==> config.mk <==
export PLATFORM = sky130hd
export DESIGN_NAME = heater_fan_serial_command_handler_unit
export DESIGN_NICKNAME = d
export VERILOG_FILES = /design/src/hw/rtl/hfsc_pkg.sv /design/src/hw/rtl/hfsc_cmd.sv /design/src/hw/rtl/hfsc_tx.sv /design/src/hw/rtl/heater_fan_serial_command_handler_unit.sv
export SDC_FILE = /design/constraint.sdc
export NUM_CORES = 1
export LEC_CHECK = 0
export BUFFER_PORTS_ARGS = -buffer_cell sky130_fd_sc_hd__buf_2
export CORE_UTILIZATION = 55
export DETAILED_ROUTE_END_ITERATION = 8
export GPL_ROUTABILITY_DRIVEN = 0
export GPL_TIMING_DRIVEN = 0
export PLACE_DENSITY = 0.74
export SYNTH_ARGS = -nofsm -noshare
export SYNTH_HDL_FRONTEND = slang
export SYNTH_HIERARCHICAL = 1
export SYNTH_SLANG_ARGS = --single-unit
==> constraint.sdc <==
create_clock -name clk -period 6.62 [get_ports clk]
set_input_delay 0.662 -clock clk [delete_from_list [all_inputs] [get_ports clk]]
set_output_delay 0.662 -clock clk [all_outputs]
set_load 0.02 [all_outputs]
==> src/hw/rtl/hfsc_pkg.sv <==
`timescale 1ns / 1ps
// Shared types and constants for the heater and fan serial command handler.
// Depends on nothing; every other file imports it.
package hfsc_pkg;

	// Command bytes; anything below CMD_ID is a data byte
	localparam logic [7:0] CMD_ID    = 8'd252;
	localparam logic [7:0] CMD_FAN   = 8'd253;
	localparam logic [7:0] CMD_HEAT  = 8'd254;
	localparam logic [7:0] CMD_TEMP  = 8'd255;

	localparam logic [5:0] HEAT_MAX   = 6'd40;
	localparam logic [7:0] FAN_MAX    = 8'd251;
	localparam logic [7:0] FAN_RESET  = 8'd252;
	localparam logic [7:0] ID_RESET   = 8'd15;

	// Fixed-point reciprocals, 16 fraction bits: 40/100, 251/100 and 1/10
	localparam logic [17:0] HEAT_RECIP = 18'd26215;
	localparam logic [17:0] FAN_RECIP  = 18'd164496;
	localparam logic [12:0] TEMP_RECIP = 13'd6554;
	localparam logic [10:0] TEN        = 11'd10;

	// Number of results that follow the first one on a temperature request
	localparam logic [2:0] TEMP_TAIL = 3'd5;

	typedef struct packed {
		logic [7:0]  rx_byte;
		logic [10:0] temperature_reading;
	} item_t;

	typedef struct packed {
		logic        send_valid;
		logic [7:0]  send_byte;
		logic        last_of_run;
		logic [5:0]  heater_duty;
		logic [7:0]  fan_duty;
	} result_t;

	// Decoded request handed from the command stage to the transmit sequencer
	typedef struct packed {
		logic        send;
		logic        is_temp;
		logic [7:0]  first_byte;
		logic [7:0]  quo;
		logic [10:0] temp;
		logic [5:0]  heater;
		logic [7:0]  fan;
	} desc_t;

endpackage

==> src/hw/rtl/hfsc_cmd.sv <==
`timescale 1ns / 1ps
// Command decoder: arming flags, duty registers, machine ID register.
// Uses hfsc_pkg for the item and descriptor types and the command codes.
module hfsc_cmd import hfsc_pkg::*; (
	input  logic       clk,
	input  logic       arst_n,
	input  item_t      item,
	input  logic       load,
	input  logic       cfg_we,
	input  logic [7:0] cfg_data,
	output desc_t      desc
);

	logic        arm_heat_q;
	logic        arm_fan_q;
	logic [5:0]  heat_q;
	logic [7:0]  fan_q;
	logic [7:0]  id_q;

	logic [7:0]  rx;
	logic        is_data;
	logic [25:0] heat_prod;
	logic [25:0] fan_prod;
	logic [23:0] temp_prod;
	logic [9:0]  heat_quo;
	logic [9:0]  fan_quo;
	logic [5:0]  heat_new;
	logic [7:0]  fan_new;
	logic [7:0]  temp_quo;

	assign rx      = item.rx_byte;
	assign is_data = rx < CMD_ID;

	assign heat_prod = {18'd0, rx} * {8'd0, HEAT_RECIP};
	assign fan_prod  = {18'd0, rx} * {8'd0, FAN_RECIP};
	assign temp_prod = {13'd0, item.temperature_reading} * {11'd0, TEMP_RECIP};
	assign heat_quo  = heat_prod[25:16];
	assign fan_quo   = fan_prod[25:16];
	assign temp_quo  = temp_prod[23:16];

	// Clamp both duties to their PWM limits
	assign heat_new = (heat_quo > {4'd0, HEAT_MAX}) ? HEAT_MAX : heat_quo[5:0];
	assign fan_new  = (fan_quo > {2'd0, FAN_MAX}) ? FAN_MAX : fan_quo[7:0];

	always_comb begin
		desc.send       = (rx == CMD_ID) || (rx == CMD_TEMP);
		desc.is_temp    = rx == CMD_TEMP;
		desc.quo        = temp_quo;
		desc.temp       = item.temperature_reading;
		desc.heater     = (is_data && arm_heat_q) ? heat_new : heat_q;
		desc.fan        = (is_data && arm_fan_q) ? fan_new : fan_q;
		priority if (rx == CMD_ID) begin
			desc.first_byte = id_q;
		end else if (rx == CMD_TEMP) begin
			desc.first_byte = temp_quo;
		end else begin
			desc.first_byte = 8'd0;
		end
	end

	always_ff @(posedge clk or negedge arst_n) begin
		if (!arst_n) begin
			arm_heat_q <= 1'b0;
			arm_fan_q  <= 1'b0;
			heat_q     <= 6'd0;
			fan_q      <= FAN_RESET;
			id_q       <= ID_RESET;
		end else begin
			if (cfg_we) begin
				id_q <= cfg_data;
			end
			if (load) begin
				// ID and temperature requests leave the arming as it is
				if (is_data) begin
					if (arm_heat_q) begin
						heat_q     <= heat_new;
						arm_heat_q <= 1'b0;
					end
					if (arm_fan_q) begin
						fan_q     <= fan_new;
						arm_fan_q <= 1'b0;
					end
				end else if (rx == CMD_HEAT) begin
					arm_heat_q <= 1'b1;
					arm_fan_q  <= 1'b0;
				end else if (rx == CMD_FAN) begin
					arm_heat_q <= 1'b0;
					arm_fan_q  <= 1'b1;
				end
			end
		end
	end

endmodule

==> src/hw/rtl/hfsc_tx.sv <==
`timescale 1ns / 1ps
// Transmit sequencer: result register plus the repeat counter for temperature replies.
// Uses hfsc_pkg for the descriptor and result types.
module hfsc_tx import hfsc_pkg::*; (
	input  logic    clk,
	input  logic    arst_n,
	input  logic    load_req,
	input  desc_t   desc,
	output logic    load_ok,
	output logic    result_valid,
	input  logic    result_stall,
	output result_t result
);

	logic        vld_q;
	logic [2:0]  left_q;
	logic [7:0]  quo_q;
	logic [10:0] temp_q;
	result_t     res_q;

	logic        advance;
	logic        load;
	logic [10:0] quo_x10;
	logic [10:0] rem_full;

	assign advance = vld_q && !result_stall;
	assign load_ok = !vld_q || (advance && (left_q == 3'd0));
	assign load    = load_req && load_ok;

	assign quo_x10  = {3'd0, quo_q} * TEN;
	assign rem_full = temp_q - quo_x10;

	assign result_valid = vld_q;
	assign result       = res_q;

	always_ff @(posedge clk or negedge arst_n) begin
		if (!arst_n) begin
			vld_q  <= 1'b0;
			left_q <= 3'd0;
		end else if (load) begin
			vld_q  <= 1'b1;
			left_q <= desc.is_temp ? TEMP_TAIL : 3'd0;
		end else if (advance) begin
			if (left_q == 3'd0) begin
				vld_q <= 1'b0;
			end else begin
				left_q <= left_q - 3'd1;
			end
		end
	end

	always_ff @(posedge clk) begin
		if (load) begin
			quo_q             <= desc.quo;
			temp_q            <= desc.temp;
			res_q.send_valid  <= desc.send;
			res_q.send_byte   <= desc.first_byte;
			res_q.last_of_run <= !desc.is_temp;
			res_q.heater_duty <= desc.heater;
			res_q.fan_duty    <= desc.fan;
		end else if (advance && (left_q != 3'd0)) begin
			// alternate quotient and remainder; odd count left means remainder next
			res_q.send_byte   <= left_q[0] ? {4'd0, rem_full[3:0]} : quo_q;
			res_q.last_of_run <= left_q == 3'd1;
		end
	end

endmodule

==> src/hw/rtl/heater_fan_serial_command_handler_unit.sv <==
`timescale 1ns / 1ps
// Heater and fan serial command handler, top level. Each received byte is one
// request; it yields one result, or six for a temperature request (255), which
// goes out as quotient, remainder by ten, three times over. A request is taken
// into an input register, decoded combinationally, and loaded into the result
// register; results leave at one per cycle when not stalled, and the transmit
// sequencer issues the repeats of a temperature reply. The next request is
// accepted while a result still waits. The machine ID register (reset 15)
// may be written only while no request is open.
// Uses hfsc_pkg, hfsc_cmd and hfsc_tx.
module heater_fan_serial_command_handler_unit import hfsc_pkg::*; (
	input  logic       clk,
	input  logic       arst_n,
	input  logic       item_valid,
	output logic       item_stall,
	input  item_t      item,
	output logic       result_valid,
	input  logic       result_stall,
	output result_t    result,
	input  logic       cfg_valid,
	output logic       cfg_ready,
	input  logic [7:0] cfg_data
);

	logic  vld_s1;
	item_t item_s1;
	logic  load_ok;
	logic  load;
	desc_t desc;

	assign cfg_ready  = 1'b1;
	assign item_stall = vld_s1 && !load_ok;
	assign load       = vld_s1 && load_ok;

	always_ff @(posedge clk or negedge arst_n) begin
		if (!arst_n) begin
			vld_s1 <= 1'b0;
		end else if (item_valid && !item_stall) begin
			vld_s1 <= 1'b1;
		end else if (load) begin
			vld_s1 <= 1'b0;
		end
	end

	always_ff @(posedge clk) begin
		if (item_valid && !item_stall) begin
			item_s1 <= item;
		end
	end

	hfsc_cmd u_cmd (
		.clk      (clk),
		.arst_n   (arst_n),
		.item     (item_s1),
		.load     (load),
		.cfg_we   (cfg_valid && cfg_ready),
		.cfg_data (cfg_data),
		.desc     (desc)
	);

	hfsc_tx u_tx (
		.clk          (clk),
		.arst_n       (arst_n),
		.load_req     (vld_s1),
		.desc         (desc),
		.load_ok      (load_ok),
		.result_valid (result_valid),
		.result_stall (result_stall),
		.result       (result)
	);

endmodule

==> flow_summary_export.csv <==
group,metric,value,unit
outcome,status,"completed",
floorplan,start_util,56.5,%
sta,hold_viol,0,
place,io_buffers,56,
clock_tree,cts_root_buf,"clkbuf_16",
routing,drcViolationCount,0,
synthesis,synth_nets,1013,
routing,top_layer_used,"met4",
finish,fin_nets,1080,
finish,syn_to_final_growth,9.79,%
sta,rsz0062_at_grt,"false",
floorplan,io_pins,59,
routing,wl_met3,708,um
sta,drv_slew,0,
finish,fillers,1139,
routing,vias_per_cell,5.64,
setup_path,crit-reg2reg-capture,"u_tx/result[22]$_DFFE_PP_",
routing,postRouteWirelength,16500,um
clock_tree,clockBufferDepth,2,
power,power_density,542,nW/um^2
routing,wl_per_cell,16.3,um
routing,drtPass1Iterations,4,
setup_path,crit_required,6.69,ns
power,p_leak,4.45,nW
clock_tree,cts_post_setup_buffers_inserted,0,
sta,period_share,83.3,%
synthesis,synth_area,8210,sq um
finish,drive_above_1_share,15.4,%
floorplan,num_rows,44,
finish,final_common_cell,"ha_1",
synthesis,synthCells,760,
routing,ant_nets,0,
global_routing,grt_pass1_wl,27700,um
clock_tree,cts_resized,0,
synthesis,avgSynthCellArea,10.8,sq um
global_routing,grt_antenna_before_repair,0,
routing,vias,5734,
clock_tree,clkLatencyLatePin,0.35,ns
floorplan,fp.dieW,124,um
floorplan,coreArea,14500,sq um
global_routing,gr-usage-all-layers,23.3,%
finish,final_cell_mix,"ha_1, inv_1, buf_2",
sta,skew,0.0103,ns
floorplan,fp.dieArea,15400,sq um
sta,fin_crit,5.52,ns
setup_path,r2r_cells,18,
global_routing,grt_max_degree,33,
clock_tree,htreeDepth,3,
synthesis,yosysWarningCount,6,
floorplan,die_h,124,um
sta,clock.fmax,181,MHz
clock_tree,clkSinkCount,84,
routing,wl_met1,7550,um
sta,setup_viol,0,
setup_path,cp_max_fo,6,
clock_tree,clkSlewWorstSetupHoldPaths,0.06,ns
global_routing,first_global_vias,5998,
place,dp_hpwl,13400,um
routing,dr.first_iter.drc_count,254,
setup_path,end_kind,"flop",
routing,wl_met2,8090,um
clock_tree,cts_tree,"done",
setup_path,arrival,5.58,ns
place,dp_slack,1.15,ns
setup_path,reg2reg_slack,1.10,ns
finish,fin_area,9010,sq um
setup_path,r2r-start,"item_s1[2]$_DFFE_PP_",
worst_hold_path,hold_class,"input pin to asynchronous set/reset pin",
finish,antenna_cells,0,
sta,fin_tns_setup,0,ns
power,p_total,0.00488,W
clock_tree,cts_hold_buf,0,
power,ir_worst_vdd,230,uV
setup_path,path_class,"flop to flop",
sta,relSlewSlack,39.2,%
run,cap_violations,0,
clock_tree,numCtsBuffers,9,
place,dpl-instance-area,8720,sq um
sta,worstMarginPinSlew,0.912,ns
sta,timing.final.ws_setup,1.10,ns
global_routing,grt_overflow,0,
setup_path,worstSetupStartpointType,"flop",
==> state kept, by name, indices dropped and copies added (netlist names) <==
signal             count
u_cmd/arm_fan_q        1
vld_s1                 1
u_cmd/arm_heat_q       1
u_tx/temp_q            4
u_tx/left_q            3
u_cmd/id_q             8
item_s1               19
u_tx/result_valid      1
u_tx/quo_q             8
u_cmd/heat_q           6
u_tx/result           24
u_cmd/fan_q            8
==> worst max path at each step <==
stage	start	to	slack, ns
finish	item_s1[2]$_DFFE_PP_	u_tx/result[22]$_DFFE_PP_	1.10
global route	item_s1[9]$_DFFE_PP_	u_tx/result[22]$_DFFE_PP_	0.81
CTS	item_s1[2]$_DFFE_PP_	u_tx/result[22]$_DFFE_PP_	1.12
detailed placement	item_s1[2]$_DFFE_PP_	u_tx/result[22]$_DFFE_PP_	1.15
global placement	item_s1[2]$_DFFE_PP_	u_tx/result[22]$_DFFE_PP_	1.22
floorplan	item_s1[8]$_DFFE_PP_	u_tx/result[22]$_DFFE_PP_	1.60
==> metal layers <==
metal  GRT usage (%)  vias to the layer above
met1            29.9                     2786
li1                -                     2800
met3            3.39                       18
met2            40.3                      130
met4            7.51                        0
met5               0                        -
==> power breakdown <==
| group | switching (W) | leakage (nW) | internal, W | total, W |
|---|---|---|---|---|
| registers | 0.0000982 | 0.853 | 0.000809 | 0.000907 |
| logic | 0.00201 | 3.46 | 0.00147 | 0.00348 |
| clock network | 0.000222 | 0.142 | 0.000272 | 0.000494 |
==> final cells by class <==
cell class                      instances  area [sq um]  share of cell area, %
Multi-Input combinational cell        550          5320                   59.0
Sequential cell                        84          2390                   26.5
Inverter                              109           409                   4.54
Timing Repair Buffer                   56           280                   3.11
Clock buffer                           10           239                   2.65
Tap cell                              184           230                   2.56
Buffer                                 17          88.8                  0.986
Clock inverter                          6          53.8                  0.597
==> stage by stage <==
stage	std cells	util (%)	hold slack, ns
floorplan	760	-	0.366
global placement	1000	60.0	0.454
detailed placement	1000	60.0	0.467
CTS	1016	62.0	0.392
global route	1016	62.0	0.430
finish	1016	62.0	0.374
==> worst max-delay path, stage by stage (launching register included) <==
cell and delay (ns):
edfxtp_1 0.53, ha_1 0.39, ha_1 0.28, inv_1 0.07
fa_1 0.54, fa_1 0.55, inv_1 0.05, fa_1 0.47
ha_1 0.34, nand4_1 0.11, or4_1 0.56, a211o_1 0.33
a21oi_2 0.24, a211o_2 0.20, a21oi_2 0.07, xnor2_2 0.14
a31o_1 0.19, o21ai_0 0.07, o21ai_1 0.09
No activity file was read; power rests on OpenSTA's default activity.
